$ cat src/assert_macros.svh
// assertion helpers, clocked on clk and disabled while rst_n is low
`ifndef ASSERT_MACROS_SVH
`define ASSERT_MACROS_SVH

// same-cycle implication
`define SRFR_ASSERT_IMP(lbl, ante, cons, msg) \
  lbl: assert property (@(posedge clk) disable iff (!rst_n) (ante) |-> (cons)) \
    else $error(msg);

// next-cycle implication
`define SRFR_ASSERT_NXT(lbl, ante, cons, msg) \
  lbl: assert property (@(posedge clk) disable iff (!rst_n) (ante) |=> (cons)) \
    else $error(msg);

`endif

$ cat src/srfr_pkg.sv
package srfr_pkg;

  localparam int MAX_RES = 5;
  localparam int CNT_W   = $clog2(MAX_RES + 1);

  // result kinds
  localparam logic [1:0] KIND_TX       = 2'd0;
  localparam logic [1:0] KIND_PAYLOAD  = 2'd1;
  localparam logic [1:0] KIND_VERIFIED = 2'd2;
  localparam logic [1:0] KIND_ABORTED  = 2'd3;

  // protocol bytes
  localparam logic [7:0] SYNC_B0  = 8'hff;
  localparam logic [7:0] SYNC_B1  = 8'hfe;
  localparam logic [7:0] SYNC_B2  = 8'hfd;
  localparam logic [7:0] SYNC_B3  = 8'hfc;
  localparam logic [7:0] MARK_B   = 8'hfb;
  localparam logic [7:0] TERM_B   = 8'hfa;
  localparam logic [7:0] HS_REP_B = 8'hf9;
  localparam logic [7:0] HS_B1    = 8'h03;
  localparam logic [7:0] HS_B2    = 8'h02;
  localparam logic [7:0] ERR_B    = 8'hef;

  // configuration register indexes
  localparam int CFG_ADDR_W = 3;
  localparam logic [CFG_ADDR_W-1:0] CFG_HDR_TIMEOUT  = 3'd0;
  localparam logic [CFG_ADDR_W-1:0] CFG_BODY_TIMEOUT = 3'd1;
  localparam logic [CFG_ADDR_W-1:0] CFG_HS_CMD       = 3'd2;
  localparam logic [CFG_ADDR_W-1:0] CFG_VER_MAJOR    = 3'd3;
  localparam logic [CFG_ADDR_W-1:0] CFG_VER_MINOR    = 3'd4;

  typedef struct packed {
    logic [15:0] hdr_timeout;
    logic [15:0] body_timeout;
    logic [7:0]  hs_cmd;
    logic [7:0]  ver_major;
    logic [7:0]  ver_minor;
  } cfg_t;

  // words caused by one input, slot 0 goes out first
  typedef struct packed {
    logic [CNT_W-1:0]          cnt;
    logic [MAX_RES-1:0][1:0]   kind;
    logic [MAX_RES-1:0][7:0]   value;
    logic [7:0]                cmd;
    logic [7:0]                len;
  } res_list_t;

endpackage

$ cat src/serial_request_frame_receiver.sv
// an accepted word waits in the input register, then loads into the free output buffer
// throughput: one input word per cycle while each causes at most one result
//   and out_tready is high; n results (up to 5) hold the result register until taken
// reset: synchronous active-low rst_n returns to sync hunt, clears all counters and sums
//   and loads register defaults 30000, 60000, 1, 1, 2
module serial_request_frame_receiver (
  input  logic        clk,
  input  logic        rst_n,
  input  logic        in_tvalid,
  output logic        in_tready,
  input  logic [7:0]  in_tdata,   // [7:0] rx_byte
  input  logic        in_tuser,   // [0] mode
  output logic        out_tvalid,
  input  logic        out_tready,
  output logic [23:0] out_tdata,  // [7:0] value, [15:8] command, [23:16] length
  output logic [1:0]  out_tuser,  // [1:0] kind
  output logic        out_tlast,
  input  logic        cfg_we,
  input  logic [srfr_pkg::CFG_ADDR_W-1:0] cfg_addr,
  input  logic [15:0] cfg_wdata
);

  srfr_pkg::cfg_t      cfg_r;
  srfr_pkg::res_list_t list;
  logic                in_vld_r;
  logic                in_mode_r;
  logic [7:0]          in_byte_r;
  logic                buf_free;
  logic                consume;
  logic [7:0]          out_value, out_cmd, out_len;

  assign consume   = in_vld_r && buf_free;
  assign in_tready = !in_vld_r || consume;

  always_ff @(posedge clk) begin
    if (!rst_n) begin
      cfg_r.hdr_timeout  <= 16'd30000;
      cfg_r.body_timeout <= 16'd60000;
      cfg_r.hs_cmd       <= 8'd1;
      cfg_r.ver_major    <= 8'd1;
      cfg_r.ver_minor    <= 8'd2;
    end else if (cfg_we) begin
      case (cfg_addr)
        srfr_pkg::CFG_HDR_TIMEOUT:  cfg_r.hdr_timeout  <= cfg_wdata;
        srfr_pkg::CFG_BODY_TIMEOUT: cfg_r.body_timeout <= cfg_wdata;
        srfr_pkg::CFG_HS_CMD:       cfg_r.hs_cmd       <= cfg_wdata[7:0];
        srfr_pkg::CFG_VER_MAJOR:    cfg_r.ver_major    <= cfg_wdata[7:0];
        srfr_pkg::CFG_VER_MINOR:    cfg_r.ver_minor    <= cfg_wdata[7:0];
        default: ;
      endcase
    end
  end

  always_ff @(posedge clk) begin
    if (!rst_n) begin
      in_vld_r <= 1'b0;
    end else if (in_tvalid && in_tready) begin
      in_vld_r <= 1'b1;
    end else if (consume) begin
      in_vld_r <= 1'b0;
    end
    if (in_tvalid && in_tready) begin
      in_mode_r <= in_tuser;
      in_byte_r <= in_tdata;
    end
  end

  srfr_core u_core (
    .clk     (clk),
    .rst_n   (rst_n),
    .step    (consume),
    .mode    (in_mode_r),
    .rx_byte (in_byte_r),
    .cfg     (cfg_r),
    .list    (list)
  );

  srfr_out_buf u_out_buf (
    .clk       (clk),
    .rst_n     (rst_n),
    .load      (consume),
    .list      (list),
    .free      (buf_free),
    .out_valid (out_tvalid),
    .out_ready (out_tready),
    .out_kind  (out_tuser),
    .out_value (out_value),
    .out_cmd   (out_cmd),
    .out_len   (out_len),
    .out_last  (out_tlast)
  );

  assign out_tdata = {out_len, out_cmd, out_value};

endmodule

$ cat src/srfr_core.sv
module srfr_core (
  input  logic                clk,
  input  logic                rst_n,
  input  logic                step,
  input  logic                mode,
  input  logic [7:0]          rx_byte,
  input  srfr_pkg::cfg_t      cfg,
  output srfr_pkg::res_list_t list
);

  typedef enum logic [3:0] {
    PH_SYNC0, PH_SYNC1, PH_SYNC2, PH_SYNC3,
    PH_MARK, PH_CMD, PH_LEN, PH_BLOCK, PH_TERM
  } phase_t;

  phase_t      phase_r, phase_nxt;
  logic [8:0]  count_r, count_nxt;
  logic [7:0]  cmd_r, cmd_nxt;
  logic [7:0]  len_r, len_nxt;
  logic [7:0]  sum_lo_r, sum_lo_nxt;
  logic [7:0]  sum_hi_r, sum_hi_nxt;
  logic [7:0]  first_r, first_nxt;
  logic        match_r, match_nxt;
  logic [15:0] wait_r, wait_nxt;

  logic [7:0]  lo_add, hi_add, c0, c1;
  logic [15:0] wait_inc, limit;
  logic [8:0]  len_plus2;
  logic        in_wait;

  // operands stay below 2*255, so one conditional subtract does it
  function automatic logic [7:0] mod255(input logic [8:0] x);
    logic [8:0] d;
    d = x - 9'd255;
    mod255 = (x >= 9'd255) ? d[7:0] : x[7:0];
  endfunction

  always_comb begin
    lo_add    = mod255({1'b0, sum_lo_r} + {1'b0, rx_byte});
    hi_add    = mod255({1'b0, sum_hi_r} + {1'b0, lo_add});
    c0        = 8'hff - mod255({1'b0, sum_lo_r} + {1'b0, sum_hi_r});
    c1        = 8'hff - mod255({1'b0, sum_lo_r} + {1'b0, c0});
    wait_inc  = (wait_r != 16'hffff) ? wait_r + 16'd1 : wait_r;
    in_wait   = (phase_r >= PH_MARK) && (phase_r <= PH_TERM);
    limit     = (phase_r <= PH_LEN) ? cfg.hdr_timeout : cfg.body_timeout;
    len_plus2 = {1'b0, len_r} + 9'd2;

    phase_nxt  = phase_r;
    count_nxt  = count_r;
    cmd_nxt    = cmd_r;
    len_nxt    = len_r;
    sum_lo_nxt = sum_lo_r;
    sum_hi_nxt = sum_hi_r;
    first_nxt  = first_r;
    match_nxt  = match_r;
    wait_nxt   = wait_r;

    list.cnt   = '0;
    list.kind  = '0;
    list.value = '0;

    if (mode) begin
      if (in_wait) begin
        wait_nxt = wait_inc;
        if (wait_inc >= limit) begin
          list.value[0] = srfr_pkg::ERR_B;
          list.value[1] = srfr_pkg::ERR_B;
          list.value[2] = srfr_pkg::ERR_B;
          list.cnt      = srfr_pkg::CNT_W'(3);
          if (phase_r >= PH_BLOCK) begin
            list.kind[3] = srfr_pkg::KIND_ABORTED;
            list.cnt     = srfr_pkg::CNT_W'(4);
          end
          phase_nxt = PH_SYNC0;
          wait_nxt  = '0;
        end
      end
    end else begin
      case (phase_r)
        PH_SYNC0: begin
          phase_nxt = (rx_byte == srfr_pkg::SYNC_B0) ? PH_SYNC1 : PH_SYNC0;
          wait_nxt  = '0;
        end
        PH_SYNC1: begin
          phase_nxt = (rx_byte == srfr_pkg::SYNC_B1) ? PH_SYNC2 : PH_SYNC0;
          wait_nxt  = '0;
        end
        PH_SYNC2: begin
          phase_nxt = (rx_byte == srfr_pkg::SYNC_B2) ? PH_SYNC3 : PH_SYNC0;
          wait_nxt  = '0;
        end
        PH_SYNC3: begin
          wait_nxt = '0;
          if (rx_byte != srfr_pkg::SYNC_B3) begin
            phase_nxt = PH_SYNC0;
          end else begin
            // echo the pattern back reversed
            list.value[0] = srfr_pkg::SYNC_B3;
            list.value[1] = srfr_pkg::SYNC_B2;
            list.value[2] = srfr_pkg::SYNC_B1;
            list.value[3] = srfr_pkg::SYNC_B0;
            list.cnt      = srfr_pkg::CNT_W'(4);
            cmd_nxt       = '0;
            len_nxt       = '0;
            phase_nxt     = PH_MARK;
          end
        end
        PH_MARK: begin
          if (rx_byte != srfr_pkg::MARK_B) begin
            phase_nxt = PH_SYNC0;
            wait_nxt  = '0;
          end else begin
            phase_nxt = PH_CMD;
          end
        end
        PH_CMD: begin
          cmd_nxt   = rx_byte;
          phase_nxt = PH_LEN;
        end
        PH_LEN: begin
          len_nxt       = rx_byte;
          list.value[0] = rx_byte;
          list.value[1] = cmd_r;
          list.value[2] = srfr_pkg::MARK_B;
          list.cnt      = srfr_pkg::CNT_W'(3);
          phase_nxt     = PH_BLOCK;
          wait_nxt      = '0;
          count_nxt     = '0;
          sum_lo_nxt    = '0;
          sum_hi_nxt    = '0;
          first_nxt     = '0;
          match_nxt     = 1'b1;
        end
        PH_BLOCK: begin
          if (count_r < len_plus2) begin
            if (count_r == 9'd0 && rx_byte != cmd_r) match_nxt = 1'b0;
            if (count_r == 9'd1 && rx_byte != len_r) match_nxt = 1'b0;
            if (count_r >= 9'd2 && cmd_r != cfg.hs_cmd) begin
              list.kind[0]  = srfr_pkg::KIND_PAYLOAD;
              list.value[0] = rx_byte;
              list.cnt      = srfr_pkg::CNT_W'(1);
            end
            sum_lo_nxt = lo_add;
            sum_hi_nxt = hi_add;
          end else if (count_r == len_plus2) begin
            first_nxt = rx_byte;
          end else begin
            if (c0 != first_r || c1 != rx_byte) match_nxt = 1'b0;
            phase_nxt = PH_TERM;
            wait_nxt  = '0;
          end
          count_nxt = count_r + 9'd1;
        end
        PH_TERM: begin
          if (rx_byte != srfr_pkg::TERM_B) begin
            list.kind[0] = srfr_pkg::KIND_ABORTED;
            list.cnt     = srfr_pkg::CNT_W'(1);
          end else if (!match_r) begin
            list.value[0] = srfr_pkg::ERR_B;
            list.value[1] = srfr_pkg::ERR_B;
            list.value[2] = srfr_pkg::ERR_B;
            list.kind[3]  = srfr_pkg::KIND_ABORTED;
            list.cnt      = srfr_pkg::CNT_W'(4);
          end else if (cmd_r == cfg.hs_cmd) begin
            list.value[0] = srfr_pkg::HS_REP_B;
            list.value[1] = srfr_pkg::HS_B1;
            list.value[2] = srfr_pkg::HS_B2;
            list.value[3] = cfg.ver_major;
            list.value[4] = cfg.ver_minor;
            list.cnt      = srfr_pkg::CNT_W'(5);
          end else begin
            list.kind[0] = srfr_pkg::KIND_VERIFIED;
            list.cnt     = srfr_pkg::CNT_W'(1);
          end
          phase_nxt = PH_SYNC0;
          wait_nxt  = '0;
        end
        default: begin
          phase_nxt = PH_SYNC0;
          wait_nxt  = '0;
        end
      endcase
    end

    list.cmd = cmd_nxt;
    list.len = len_nxt;
  end

  always_ff @(posedge clk) begin
    if (!rst_n) begin
      phase_r  <= PH_SYNC0;
      count_r  <= '0;
      cmd_r    <= '0;
      len_r    <= '0;
      sum_lo_r <= '0;
      sum_hi_r <= '0;
      first_r  <= '0;
      match_r  <= 1'b1;
      wait_r   <= '0;
    end else if (step) begin
      phase_r  <= phase_nxt;
      count_r  <= count_nxt;
      cmd_r    <= cmd_nxt;
      len_r    <= len_nxt;
      sum_lo_r <= sum_lo_nxt;
      sum_hi_r <= sum_hi_nxt;
      first_r  <= first_nxt;
      match_r  <= match_nxt;
      wait_r   <= wait_nxt;
    end
  end

endmodule

$ cat src/srfr_out_buf.sv
`include "assert_macros.svh"

module srfr_out_buf (
  input  logic                clk,
  input  logic                rst_n,
  input  logic                load,
  input  srfr_pkg::res_list_t list,
  output logic                free,
  output logic                out_valid,
  input  logic                out_ready,
  output logic [1:0]          out_kind,
  output logic [7:0]          out_value,
  output logic [7:0]          out_cmd,
  output logic [7:0]          out_len,
  output logic                out_last
);

  logic                                    vld_r, vld_nxt;
  logic [srfr_pkg::CNT_W-1:0]              cnt_r, cnt_nxt;
  logic [srfr_pkg::MAX_RES-1:0][1:0]       kind_r, kind_nxt;
  logic [srfr_pkg::MAX_RES-1:0][7:0]       value_r, value_nxt;
  logic [7:0]                              cmd_r, cmd_nxt;
  logic [7:0]                              len_r, len_nxt;
  logic                                    pop;

  assign out_valid = vld_r;
  assign out_last  = (cnt_r == srfr_pkg::CNT_W'(1));
  assign out_kind  = kind_r[0];
  assign out_value = value_r[0];
  assign out_cmd   = cmd_r;
  assign out_len   = len_r;
  assign pop       = vld_r && out_ready;
  // free when empty or once the final word of the current list is being taken
  assign free      = !vld_r || (out_ready && out_last);

  always_comb begin
    vld_nxt   = vld_r;
    cnt_nxt   = cnt_r;
    kind_nxt  = kind_r;
    value_nxt = value_r;
    cmd_nxt   = cmd_r;
    len_nxt   = len_r;
    if (load) begin
      vld_nxt   = (list.cnt != '0);
      cnt_nxt   = list.cnt;
      kind_nxt  = list.kind;
      value_nxt = list.value;
      cmd_nxt   = list.cmd;
      len_nxt   = list.len;
    end else if (pop) begin
      if (out_last) begin
        vld_nxt = 1'b0;
      end
      cnt_nxt = cnt_r - srfr_pkg::CNT_W'(1);
      for (int i = 0; i < srfr_pkg::MAX_RES - 1; i++) begin
        kind_nxt[i]  = kind_r[i+1];
        value_nxt[i] = value_r[i+1];
      end
    end
  end

  always_ff @(posedge clk) begin
    if (!rst_n) begin
      vld_r <= 1'b0;
      cnt_r <= '0;
    end else begin
      vld_r <= vld_nxt;
      cnt_r <= cnt_nxt;
    end
    kind_r  <= kind_nxt;
    value_r <= value_nxt;
    cmd_r   <= cmd_nxt;
    len_r   <= len_nxt;
  end

  `SRFR_ASSERT_IMP(a_cnt_range, vld_r, (cnt_r != '0) && (cnt_r <= srfr_pkg::CNT_W'(srfr_pkg::MAX_RES)), "word count out of range while valid")
  `SRFR_ASSERT_IMP(a_load_free, load, free, "list loaded over undelivered words")
  `SRFR_ASSERT_NXT(a_drain, pop && out_last && !load, !vld_r, "buffer not empty after final word")
  `SRFR_ASSERT_NXT(a_advance, pop && !out_last, vld_r && (cnt_r + srfr_pkg::CNT_W'(1) == $past(cnt_r)), "buffer did not advance by one word")

endmodule
$ cat config.mk
export PLATFORM = sky130hd
export DESIGN_NAME = serial_request_frame_receiver
export DESIGN_NICKNAME = d
export VERILOG_FILES = /design/src/srfr_pkg.sv /design/src/serial_request_frame_receiver.sv /design/src/srfr_core.sv /design/src/srfr_out_buf.sv
export VERILOG_INCLUDE_DIRS = /design/src /design/src/src
export SDC_FILE = /design/constraint.sdc
export NUM_CORES = 1
export LEC_CHECK = 0
export BUFFER_PORTS_ARGS = -buffer_cell sky130_fd_sc_hd__buf_2
export CORE_UTILIZATION = 67
export CTS_CLUSTER_DIAMETER = 200
export DETAILED_ROUTE_END_ITERATION = 10
export PLACE_DENSITY = 0.86
export SYNTH_ARGS = -nofsm -noshare
export SYNTH_HDL_FRONTEND = slang
export SYNTH_SLANG_ARGS = --single-unit
$ cat constraint.sdc
create_clock -name clk -period 9.8 [get_ports clk]
set_input_delay 1.47 -clock clk [delete_from_list [all_inputs] [get_ports clk]]
set_output_delay 1.47 -clock clk [all_outputs]
set_load 0.01 [all_outputs]
Yosys cells after proc, flatten, opt, wreduce, memory -nomap -nowiden
Index checks and enable logic that the tools add are counted.

word-level totals
  output and inout port bits = 29
  word-level logic and storage cells = 229
  flip-flop bits (word level) = 204

operators by class
  reductions and logical operators = 34
  magnitude comparators = 11
  bitwise gates (word level) = 3
  muxes and demuxes = 97
  eq/ne operators = 40
  add/sub/neg operators = 14

operators with widths
  cell                                                               number
  2-to-1 mux 40 bit                                                  6
  2-to-1 mux 8 bit                                                   17
  2-to-1 mux 16 bit                                                  8
  2-to-1 mux 24 bit                                                  4
  2-to-1 mux 32 bit                                                  3
  one-hot mux 16 bit (3 select lines)                                2
  one-hot mux 8 bit (2 select lines)                                 6
  inequality test 8 bit                                              5
  2-to-1 mux 3 bit                                                   13
  adder 8 x 8 -> 9 bit                                               4
  greater-or-equal comparator 9 x 8 -> 1 bit, second input constant  4
  2-to-1 mux 18 bit                                                  2
  one-hot mux 4 bit (8 select lines)                                 1
  one-hot mux 8 bit (4 select lines)                                 1
  subtractor 8 bit, second input constant                            4
  equality test 8 bit, second input constant                         3
  2-to-1 mux 2 bit                                                   12
  inequality test 8 bit, second input constant                       3
  2-to-1 mux 4 bit                                                   5
  one-hot mux 9 bit (2 select lines)                                 1
  adder 16 x 1 -> 16 bit, second input constant                      1
  equality test 4 x 3 -> 1 bit, second input constant                4
  greater-or-equal comparator 16 bit                                 1
  inequality test 16 bit, second input constant                      1
  other kinds (43)                                                   88

Longest topological paths before layout
Gate-level depths: netlist of run 1.

  depth after elaboration = 14
  depth in mapped cells = 23

Cells and area by module
A second synthesis of run 1 with hierarchy kept.

unflattened totals
  cell total of the unflattened synthesis = 1408
  area, all modules = 13297.8 sq um

by module, submodules not included
  module                         instances  area an instance (sq um)  cells each
  srfr_core                      1          7978.9                    1028
  srfr_out_buf                   1          2787.7                    148
  serial_request_frame_receiver  1          2531.2                    232

Least setup slack after synthesis of run 1
Ideal clock, no wire load.

  path type = register to register
  start point = reg u_core.sum_hi_r[0]
  end point = reg u_core.match_r
  arrival = 4.985 ns
  slack = 4.728 ns
  required time = 9.713 ns
  cell stages (with the launch flop) = 20
  clock period less this slack = 5.072 ns
  path buffers = 0
  path through = dfxtp_1 ha_1 fa_1 a21o_1 a221oi_2 xnor2_2 and4_4 a31oi_4 nor4_1 xnor2_1 ha_1 and2_1 a211oi_1 a21oi_1 a31o_1 o41a_1 a311o_1 a221oi_2 o2111ai_1 o31ai_1

on the way
  longest elaborated chain between the ends = 12
  elaborated cells between the ends (all ways) = 15

ends and longest elaborated chain
  what                                                                                   RTL line                          text
  from (decl)                                                                            srfr_core.sv:21                   logic [7:0] sum_hi_r, sum_hi_nxt;
  from (signal assigned)                                                                 srfr_core.sv:206                  sum_hi_r <= sum_hi_nxt;
  adder 8 x 8 -> 9 bit *                                                                 srfr_core.sv:41                   c0 = 8'hff - mod255({1'b0, sum_lo_r} + {1'b0, sum_hi_r});
  subtractor 8 bit / greater-or-equal comparator 9 x 8 -> 1 bit (equally long branches)  srfr_core.sv:34, srfr_core.sv:35
  2-to-1 mux 8 bit *                                                                     srfr_core.sv:35                   mod255 = (x >= 9'd255) ? d[7:0] : x[7:0];
  subtractor 8 bit *                                                                     srfr_core.sv:41
  adder 8 x 8 -> 9 bit                                                                   srfr_core.sv:42                   c1 = 8'hff - mod255({1'b0, sum_lo_r} + {1'b0, c0});
  subtractor 8 bit / greater-or-equal comparator 9 x 8 -> 1 bit (equally long branches)  srfr_core.sv:34, srfr_core.sv:35
  2-to-1 mux 8 bit                                                                       srfr_core.sv:35
  subtractor 8 bit                                                                       srfr_core.sv:42
  inequality test 8 bit                                                                  srfr_core.sv:148                  if (c0 != first_r || c1 != rx_byte) match_nxt = 1'b0;
  logical OR 1 bit *                                                                     srfr_core.sv:148
  inequality test 3 x 1 -> 1 bit (no line) *                                             -
  AND reduction 6 bit (no line) *                                                        -
  to (signal assigned)                                                                   srfr_core.sv:208                  match_r <= match_nxt;
  to (decl)                                                                              srfr_core.sv:23                   logic match_r, match_nxt;

Mark *: on every way between the ends. The rest lies on a longest branch, timed or not.
A chain may end at the register's enable or synchronous reset.

Worst setup path in the final report of run 1
  start point = reg u_core.sum_lo_r[1]
  end point = reg u_core.match_r

on the way
  longest elaborated chain between the ends = 12
  elaborated cells between the ends (all ways) = 15

ends and longest elaborated chain
  what                                                                                   RTL line                          text
  from (decl)                                                                            srfr_core.sv:20                   logic [7:0] sum_lo_r, sum_lo_nxt;
  from (signal assigned)                                                                 srfr_core.sv:205                  sum_lo_r <= sum_lo_nxt;
  adder 8 x 8 -> 9 bit                                                                   srfr_core.sv:41
  subtractor 8 bit / greater-or-equal comparator 9 x 8 -> 1 bit (equally long branches)  srfr_core.sv:34, srfr_core.sv:35
  2-to-1 mux 8 bit                                                                       srfr_core.sv:35
  subtractor 8 bit                                                                       srfr_core.sv:41
  adder 8 x 8 -> 9 bit                                                                   srfr_core.sv:42
  subtractor 8 bit / greater-or-equal comparator 9 x 8 -> 1 bit (equally long branches)  srfr_core.sv:34, srfr_core.sv:35
  2-to-1 mux 8 bit                                                                       srfr_core.sv:35
  subtractor 8 bit                                                                       srfr_core.sv:42
  inequality test 8 bit                                                                  srfr_core.sv:148
  logical OR 1 bit *                                                                     srfr_core.sv:148
  inequality test 3 x 1 -> 1 bit (no line) *                                             -
  AND reduction 6 bit (no line) *                                                        -

Marks and branches as above.

==> results of run 1 <==
## cell families (layout without fill, tap and decap cells)
logic type | count (synthesis) | in the layout | synth area share
mux | 27 | 27 | 0.02259
compound gates | 343 | 343 | 0.1944
xor+xnor | 94 | 94 | 0.06819
fa+ha+maj | 73 | 73 | 0.07744
simple gates | 561 | 561 | 0.2129
flops | 201 | 201 | 0.3862
buf+inv | 113 | 144 | 0.03831
## registers in the layout, indices dropped and copies added, names as in the netlist, 3 cells and up
name	cells
u_out_buf.cnt_r	3
u_out_buf.out_cmd	8
u_out_buf.kind_r	3
u_core.len_r	8
u_core.phase_r	4
cfg_r	56
u_out_buf.value_r	32
u_core.sum_lo_r	8
u_core.cmd_r	8
in_byte_r	8
u_core.sum_hi_r	8
u_core.first_r	8
u_core.count_r	9
u_out_buf.out_len	8
u_core.wait_r	16
u_out_buf.out_value	8
## worst min-delay path, stage by stage, from the launching register on
cell and delay (ns):
dfxtp_1 0.31, nand2_1 0.05, a21oi_1 0.05
## power by group
part / internal (mW) / total, mW / switching (mW)
Sequential: 0.881 / 0.898 / 0.0169
Combinational: 0.0398 / 0.106 / 0.0665
Clock: 0.524 / 0.877 / 0.353
## routing by layer
| metal | up-vias | share of wire |
|---|---|---|
| met1 | 4884 | 0.43 |
| met5 | - | 0 |
| met3 | 67 | 0.068 |
| li1 | 5054 | - |
| met4 | 0 | 0.032 |
| met2 | 386 | 0.47 |
## layout make-up
| type | count | area, um2 | share of cell area |
|---|---|---|---|
| clock inverters | 12 | 177.7 | 0.01337 |
| repair buffers | 66 | 342.8 | 0.02581 |
| multi-input cells | 1098 | 7032 | 0.5293 |
| inverters | 38 | 142.6 | 0.01074 |
| flip-flops and latches | 201 | 4705 | 0.3541 |
| well taps | 225 | 281.5 | 0.02119 |
| clock buffers | 28 | 604.3 | 0.04549 |
## worst max path at each step
stage,start,end,slack [ns],cells after the start
after floorplan,u_core.sum_hi_r[0]$_SDFFE_PN0P_,u_core.match_r$_SDFFE_PN1P_,4.73,19
after global placement,in_byte_r[0]$_DFFE_PP_,u_core.sum_hi_r[2]$_SDFFE_PN0P_,4.24,23
after detailed placement,u_core.sum_lo_r[1]$_SDFFE_PN0P_,u_core.match_r$_SDFFE_PN1P_,4.07,17
after CTS,in_byte_r[0]$_DFFE_PP_,u_core.sum_hi_r[2]$_SDFFE_PN0P_,4.00,23
after global routing,u_core.sum_lo_r[1]$_SDFFE_PN0P_,u_core.match_r$_SDFFE_PN1P_,3.49,18
final,u_core.sum_lo_r[1]$_SDFFE_PN0P_,u_core.match_r$_SDFFE_PN1P_,3.98,17
## per-stage QoR
stage / setup slack [ns] / utilization / hold WS, ns
6_report: 3.981 / 0.7576 / 0.4564
3_5_place_dp: 4.068 / 0.7130 / 0.4476
2_1_floorplan: 4.728 / - / 0.4323
4_1_cts: 4.004 / 0.7576 / 0.4567
5_1_grt: 3.491 / 0.7576 / 0.4705
3_3_place_gp: 4.235 / 0.7130 / 0.4439
## placed cells by master (no fill, tap or decap), types with 37 or more instances in the layout
cell      Yosys  final
a21boi_0     68     68
dfxtp_1     133    133
edfxtp_1     68     68
nand3_1      61     61
buf_2         4     61
inv_1        38     37
nand2_1     260    259
nor2_1       79     79
xnor2_1      66     66
a21oi_1      58     58
o21ai_0      63     63
ha_1         69     69
==> results.cfg, run 1 <==
[setup_path]
critical_path_class = flop to flop
crit_chain = ha_1 -> a211oi_2 -> o31ai_2 -> xor2_1 -> a31oi_4 -> nor4_1 -> xnor2_1 -> ha_1 -> and2_1 -> a211oi_1 -> a21oi_1 -> a31o_1 -> o41a_1 -> a311o_1 -> a221oi_2 -> o2111ai_1 -> o31ai_1
crit_family = compound AO/OA/AOI/OAI gates
crit_path_end_kind = flop
path_max_fanout = 13
cp_common_cell = ha_1
worstPathArrival_ns = 6.25
cp-start-kind = flop
worst-r2r-setup-slack_ns = 3.98
cp.required_ns = 10.23
crit_buf_inv = 0
reg2regPathDepth = 17
r2r_end = u_core.match_r$_SDFFE_PN1P_
slowest_stage = xor2_1
reg2reg_from = u_core.sum_lo_r[1]$_SDFFE_PN0P_
slowest_delay_ns = 0.76

[grt]
grt_util_all_layers = 0.3207
antenna_found_initial = 0
grtUsageMet1 = 0.4322
grtUsageMet3 = 0.03889
grt-ovfl-total = 0
grt_pass1_vias = 9526
grt_pass1_wl_um = 47680
grt_use_met2 = 0.5347
busiest_layer = met2
grt_max_degree = 113

[final_layout]
drive_above_1_share = 0.08732
post-route-cell-area_um2 = 13290
nNetsFinal = 1533
num-fill-cells = 1325
syn_to_final_growth_pct = 9.048
diodes = 0
stdcell_count = 1668

[timing]
maxSlewViolCount = 0
slew_headroom = 0.1985
tns_ns = 0
fmax_ghz = 0.1718
tightestPinTransition_ns = 1.198
fin_skew_ns = 0.02814
min_period_ns = 5.819
hold_viol_final = 0
period_share = 0.5938
rsz0062_at_grt = no
finalSetupViolCount = 0

[place]
place.port_buffers = 61
dp.cells = 1628
gp_congestion = 0.9364
hpwl_um = 20600
dpl-instance-area_um2 = 12500

[clock_tree]
clkTransAtPathRegs_ns = 0.06
clock_path_buffers = 3
cts_tree = yes
cts_setup_buffers = 0
clkLatencyLatePin_ns = 0.54
cts_resized = 0
hold_buffers = 0
clock_sinks = 201
cts_buffers = 22
cts_max_level = 1
root_buffer = clkbuf_16

[synth]
yosys-top-cells-count = nand2_1, dfxtp_1, nor2_1
synth.ff_latch_count = 201
synthesis.nets = 1518
synth_most_common_cell = nand2_1
netlist.area_leader.share = 0.2185
synth_cells = 1412
synth_async_sr_flop_share = 0
yosysWarnings = 0
syn-cell-area_um2 = 12180
yosys-top-cells-area = dfxtp_1, edfxtp_1, nand2_1
synth_edf_count = 68
synth_area_leader_cell = dfxtp_1
synth.yosys.seq_area_share = 0.3862
synthDistinctLibCells = 71
avgSynthCellArea_um2 = 8.628
synth_flop_cell = dfxtp_1

[drt]
num_vias = 10391
drtIter0Drc = 1007
ant_nets = 0
wire_per_inst_um = 17.58
dr.pass1.iters = 6
routed_wl_um = 29320
via_per_inst = 6.230
drc_errors = 0

[run]
drv_cap = 0

[power_and_ir_drop]
p_per_area_nw_per_um2 = 141.6
ir_drop_v = 0.0001578
total_power_mw = 1.882
p_leak_nw = 5.352

[floorplanning]
fp.dieH_um = 136.8
core-area_um2 = 17540
die_w_um = 136.8
rows = 48
io_pins = 62
die_area_um2 = 18730
initial_core_util = 0.6947

[worst_hold_path]
hp-start = u_out_buf.kind_r[2]$_SDFFE_PP0P_
hold_depth = 2
worstHoldPathType = flop to flop
hold_end = u_out_buf.kind_r[2]$_SDFFE_PP0P_

[run_status]
status = finished, final reports clean
(Power assumes the default switching activity.)
==> run 2: changes to the inputs <==
--- a/config.mk
+++ b/config.mk
@@ -7,10 +7,10 @@
 export NUM_CORES = 1
 export LEC_CHECK = 0
 export BUFFER_PORTS_ARGS = -buffer_cell sky130_fd_sc_hd__buf_2
-export CORE_UTILIZATION = 67
+export CORE_UTILIZATION = 62
 export CTS_CLUSTER_DIAMETER = 200
 export DETAILED_ROUTE_END_ITERATION = 10
-export PLACE_DENSITY = 0.86
+export PLACE_DENSITY = 0.81
 export SYNTH_ARGS = -nofsm -noshare
 export SYNTH_HDL_FRONTEND = slang
 export SYNTH_SLANG_ARGS = --single-unit
==> constraint.sdc (replaced) <==
create_clock -name clk -period 5.94 [get_ports clk]
set_input_delay 0.891 -clock clk [delete_from_list [all_inputs] [get_ports clk]]
set_output_delay 0.891 -clock clk [all_outputs]
set_load 0.01 [all_outputs]
==> results.cfg, run 2 (synthesized netlist as in run 1, its figures left out) <==
[floorplanning]
die_w_um = 142.2
io_pins = 62
die_area_um2 = 20220
core-area_um2 = 18960
fp.dieH_um = 142.2
rows = 50
initial_core_util = 0.6427

[final_layout]
drive_above_1_share = 0.09291
largest_reg_flops = 56
layout_commonest_cell = nand2_1
syn_to_final_growth_pct = 9.746
layout_common_cells = nand2_1, dfxtp_1, nor2_1
nNetsFinal = 1543
multi_input_comb_area_um2 = 7047
num-fill-cells = 1509
regMostFlops = cfg_r
top_regs = cfg_r x56, u_out_buf.value_r x32, u_core.wait_r x16
stdcell_count = 1713
diodes = 0
seq_area_um2 = 4705

[power_and_ir_drop]
p_sw_uw = 707.8
p_sw_frac = 0.2314
pwr-share-clk = 0.457
ir_drop_v = 0.0002365
p_per_area_nw_per_um2 = 228.8
total_power_mw = 3.059
seqPwrFrac = 0.482
power_frac_comb = 0.062
p_leak_nw = 5.378
intPower_mw = 2.351

[run]
drv_cap = 0

[drt]
dr.pass1.iters = 6
wire_per_inst_um = 17.26
num_vias = 10367
ant_nets = 0
drc_errors = 0
via_per_inst = 6.052
drtIter0Drc = 811
routed_wl_um = 29560

[place]
gp_congestion = 0.9132
pre_cts_slack_ns = 0.3824
dp.cells = 1673
place.port_buffers = 61
hpwl_um = 20970

[setup_path]
crit_path_end_kind = flop
cp.required_ns = 6.37
critical_path_class = flop to flop
worstPathArrival_ns = 6.02
cp-start-kind = flop
path_max_fanout = 9

[run_status]
status = finished, final reports clean

[clock_tree]
cts_tree = yes
clkTransAtPathRegs_ns = 0.07
root_buffer = clkbuf_16
cts_max_level = 1
clock_sinks = 201
hold_buffers = 0
clkLatencyLatePin_ns = 0.52
clock_path_buffers = 3
cts_buffers = 22
cts_setup_buffers = 0

[grt]
grt_util_all_layers = 0.2971
grt_pass1_wl_um = 48240
grt_max_degree = 87
antenna_found_initial = 0
grt_pass1_vias = 9703
grt-ovfl-total = 0

[timing]
period_share = 0.9410
rsz0062_at_grt = no
hold_viol_final = 0
layout_setup_ws_ns = 0.3505
fmax_ghz = 0.1789
min_period_ns = 5.589
finalSetupViolCount = 0
fin_skew_ns = 0.01935
tns_ns = 0
slew_headroom = 0.2482
maxSlewViolCount = 0
tightestPinTransition_ns = 1.120

[worst_hold_path]
worstHoldPathType = flop to flop
## run 2: area by class of cell
cell class | instances | area share
sequential | 201 | 0.3519
clock inverter | 12 | 0.01123
inverter | 38 | 0.01067
clock buffer | 28 | 0.04361
tap | 260 | 0.02433
multi-input combinational | 1098 | 0.5270
timing repair buffer | 76 | 0.03126
## run 2: worst paths after layout
path	from	to	slack, ns	cells after the start
worst max-delay path	u_core.sum_hi_r[0]$_SDFFE_PN0P_	u_core.match_r$_SDFFE_PN1P_	0.35	20
worst min register to register	cfg_r[4]$_SDFFE_PN0P_	cfg_r[4]$_SDFFE_PN0P_	0.46	2
worst min-delay path	cfg_r[4]$_SDFFE_PN0P_	cfg_r[4]$_SDFFE_PN0P_	0.46	2
worst max register to register	u_core.sum_hi_r[0]$_SDFFE_PN0P_	u_core.match_r$_SDFFE_PN1P_	0.35	20
## run 2: through the flow
stage / utilization / hold WS, ns / cell area [um2]
floorplan: - / 0.4323 / 12180
detailed placement: 0.6659 / 0.4470 / 12620
CTS: 0.7046 / 0.4552 / 13360
global route: 0.7053 / 0.4873 / 13370
global placement: 0.6659 / 0.4438 / 12620
finish: 0.7053 / 0.4583 / 13370
## run 2: power by group through the flow
stage / registers (mW) / clock network [mW] / logic [mW]
final: 1.47 / 1.40 / 0.189
after global routing: 1.48 / 1.47 / 0.207
after CTS: 1.47 / 1.41 / 0.187
after detailed placement: 1.50 / 0 / 0.186
after global placement: 1.50 / 0 / 0.181
after floorplan: 1.50 / 0 / 0.131
## run 2: layer usage
metal  vias up  wire length (um)  GRT usage
met3        65              1929    0.03802
met1      4876             13110     0.3991
li1       5083                 -          -
met2       343             13810     0.4954
met5         -                 0          0
met4         0               715    0.09847
## run 2: critical path, stage by stage, from the launching register on
cell	delay, ns
dfxtp_1	0.33
ha_1	0.24
fa_1	0.43
a21o_1	0.21
a221oi_2	0.33
xnor2_2	0.21
and4_4	0.31
a31oi_4	0.15
nor4_1	0.32
xnor2_1	0.23
ha_1	0.32
and2_1	0.21
a211oi_1	0.38
a21oi_1	0.18
a31oi_1	0.30
and3_1	0.24
mux2i_1	0.28
nor3_1	0.08
a2111oi_1	0.31
o2111ai_1	0.17
o31ai_1	0.27
## run 2: repair_timing
item                                    in CTS  in global routing
endpoints found under the setup margin       0                  3
endpoints found under the hold margin        0                  0
gates resized for setup                      0                  4
==> run 3: changes to the inputs <==
--- a/config.mk
+++ b/config.mk
@@ -7,10 +7,10 @@
 export NUM_CORES = 1
 export LEC_CHECK = 0
 export BUFFER_PORTS_ARGS = -buffer_cell sky130_fd_sc_hd__buf_2
-export CORE_UTILIZATION = 62
+export CORE_UTILIZATION = 67
 export CTS_CLUSTER_DIAMETER = 200
 export DETAILED_ROUTE_END_ITERATION = 10
-export PLACE_DENSITY = 0.81
+export PLACE_DENSITY = 0.86
 export SYNTH_ARGS = -nofsm -noshare
 export SYNTH_HDL_FRONTEND = slang
 export SYNTH_SLANG_ARGS = --single-unit
==> constraint.sdc (replaced) <==
create_clock -name clk -period 6.7 [get_ports clk]
set_input_delay 1.005 -clock clk [delete_from_list [all_inputs] [get_ports clk]]
set_output_delay 1.005 -clock clk [all_outputs]
set_load 0.01 [all_outputs]
==> results.cfg, run 3 (synthesized netlist as in run 1, its figures left out) <==
[timing]
fmax_ghz = 0.1713
hold_viol_final = 0
tightestPinTransition_ns = 1.187
finalSetupViolCount = 0
fin_skew_ns = 0.02267
min_period_ns = 5.837
period_share = 0.8713
rsz0062_at_grt = no
tns_ns = 0
layout_setup_ws_ns = 0.8626
slew_headroom = 0.2054
maxSlewViolCount = 0

[power_and_ir_drop]
power_frac_comb = 0.059
p_per_area_nw_per_um2 = 202.8
ir_drop_v = 0.0002426
p_sw_uw = 628.3
seqPwrFrac = 0.488
total_power_mw = 2.690
p_sw_frac = 0.2336
intPower_mw = 2.062
p_leak_nw = 5.345
pwr-share-clk = 0.453

[setup_path]
crit_path_end_kind = flop
worstPathArrival_ns = 6.23
cp-start-kind = flop
crit_chain = ha_1 -> fa_1 -> a21o_1 -> a21oi_1 -> o21bai_1 -> a21oi_1 -> xnor2_1 -> nand3_1 -> o31a_1 -> xnor2_1 -> ha_1 -> inv_1 -> fa_1 -> inv_1 -> a21oi_1 -> o21bai_1 -> xor2_1 -> nand2_1 -> nor3_1 -> nand3_1 -> o21ai_0 -> a211oi_1 -> a211o_1
startpoint = in_byte_r[0]$_DFFE_PP_
cp.required_ns = 7.10
critical_path_class = flop to flop
reg2reg_from = in_byte_r[0]$_DFFE_PP_
slowest_stage = edfxtp_1
slowest_delay_ns = 0.60
cp_common_cell = a21oi_1
path_max_fanout = 13

[final_layout]
layout_common_cells = nand2_1, dfxtp_1, nor2_1
layout_commonest_cell = nand2_1
nNetsFinal = 1535
regMostFlops = cfg_r
num-fill-cells = 1297
utilization = 0.7564
drive_above_1_share = 0.08990
diodes = 0
syn_to_final_growth_pct = 8.883
top_regs = cfg_r x56, u_out_buf.value_r x32, u_core.wait_r x16
seq_area_um2 = 4705
stdcell_count = 1671
multi_input_comb_area_um2 = 7032
largest_reg_flops = 56

[grt]
grt-ovfl-total = 0
antenna_found_initial = 0
grt_pass1_vias = 9553
grt_max_degree = 61
grt_pass1_wl_um = 47490
grt_util_all_layers = 0.3188

[worst_hold_path]
worstHoldPathType = flop to flop
hp-start = cfg_r[5]$_SDFFE_PN0P_

[floorplanning]
die_area_um2 = 18730
fp.dieH_um = 136.8
initial_core_util = 0.6947
die_w_um = 136.8
rows = 48
core-area_um2 = 17540
io_pins = 62

[clock_tree]
hold_buffers = 0
cts_max_level = 1
clock_sinks = 201
cts_resized = 0
clkLatencyLatePin_ns = 0.52
clock_path_buffers = 3
cts_buffers = 23
clkTransAtPathRegs_ns = 0.06
cts_tree = yes
root_buffer = clkbuf_16
cts_setup_buffers = 0

[drt]
drtIter0Drc = 898
wire_per_inst_um = 17.63
dr.pass1.iters = 8
num_vias = 10352
routed_wl_um = 29460
drc_errors = 0
ant_nets = 0
via_per_inst = 6.195

[place]
dp.cells = 1629
place.port_buffers = 61
hpwl_um = 21120
gp_congestion = 0.9363
pre_cts_slack_ns = 0.9868

[run_status]
status = finished, final reports clean

[run]
drv_cap = 0
==> run 3: cell types whose count changed in the layout (fill, tap and decap cells not counted), moves of 3 or more <==
cell	delta
buf_4	-9
bufinv_16	-3
clkbuf_1	-3
clkbuf_8	+6
==> run 3: path summary, 6_finish.rpt <==
path | end | slack (ns) | cells after the start
worst max-delay path | u_core.sum_hi_r[2]$_SDFFE_PN0P_ | 0.86 | 23
worst min-delay path | cfg_r[5]$_SDFFE_PN0P_ | 0.46 | 2
worst max register to register | u_core.sum_hi_r[2]$_SDFFE_PN0P_ | 0.86 | 23
worst min register to register | cfg_r[5]$_SDFFE_PN0P_ | 0.46 | 2
==> run 3: through the flow <==
| stage | hold WS [ns] | cell area, um2 |
|---|---|---|
| after floorplan | 0.4323 | 12180 |
| after global placement | 0.4434 | 12510 |
| after detailed placement | 0.4468 | 12510 |
| after CTS | 0.4622 | 13270 |
| after global routing | 0.4812 | 13270 |
| final | 0.4590 | 13270 |
==> run 3: layout make-up <==
| cell class | instances | share of cell area |
|---|---|---|
| multi-input combinational | 1098 | 0.5301 |
| sequential | 201 | 0.3547 |
| clock buffer | 32 | 0.05122 |
| timing repair buffer | 67 | 0.02641 |
| tap | 225 | 0.02122 |
| inverter | 38 | 0.01075 |
| clock inverter | 10 | 0.005659 |
==> run 3: power groups by stage <==
stage | Clock (mW) | Combinational [mW] | Sequential, mW
2_1_floorplan | 0 | 0.116 | 1.33
3_3_place_gp | 0 | 0.151 | 1.34
3_5_place_dp | 0 | 0.155 | 1.34
4_1_cts | 1.23 | 0.157 | 1.31
5_1_grt | 1.27 | 0.174 | 1.32
6_report | 1.22 | 0.158 | 1.31
==> run 3: metal layers <==
| layer | global-route usage | up-vias | wire length [um] | share of wire |
|---|---|---|---|---|
| met3 | 0.04148 | 59 | 1718 | 0.058 |
| li1 | - | 5055 | - | - |
| met5 | 0 | - | 0 | 0 |
| met1 | 0.4157 | 4905 | 12890 | 0.44 |
| met2 | 0.5496 | 333 | 14190 | 0.48 |
| met4 | 0.09707 | 0 | 660 | 0.022 |
==> run 3: critical path, delay by kind of cell, from the launching register on <==
family / cells / cell delay (ns)
and+or+nand+nor: 4 / 0.68
buffers and inverters: 2 / 0.13
AOI/OAI and AO/OA: 10 / 2.21
DFF: 1 / 0.60
adders and majority gates: 4 / 1.36
xor gates and xnor gates: 3 / 0.73
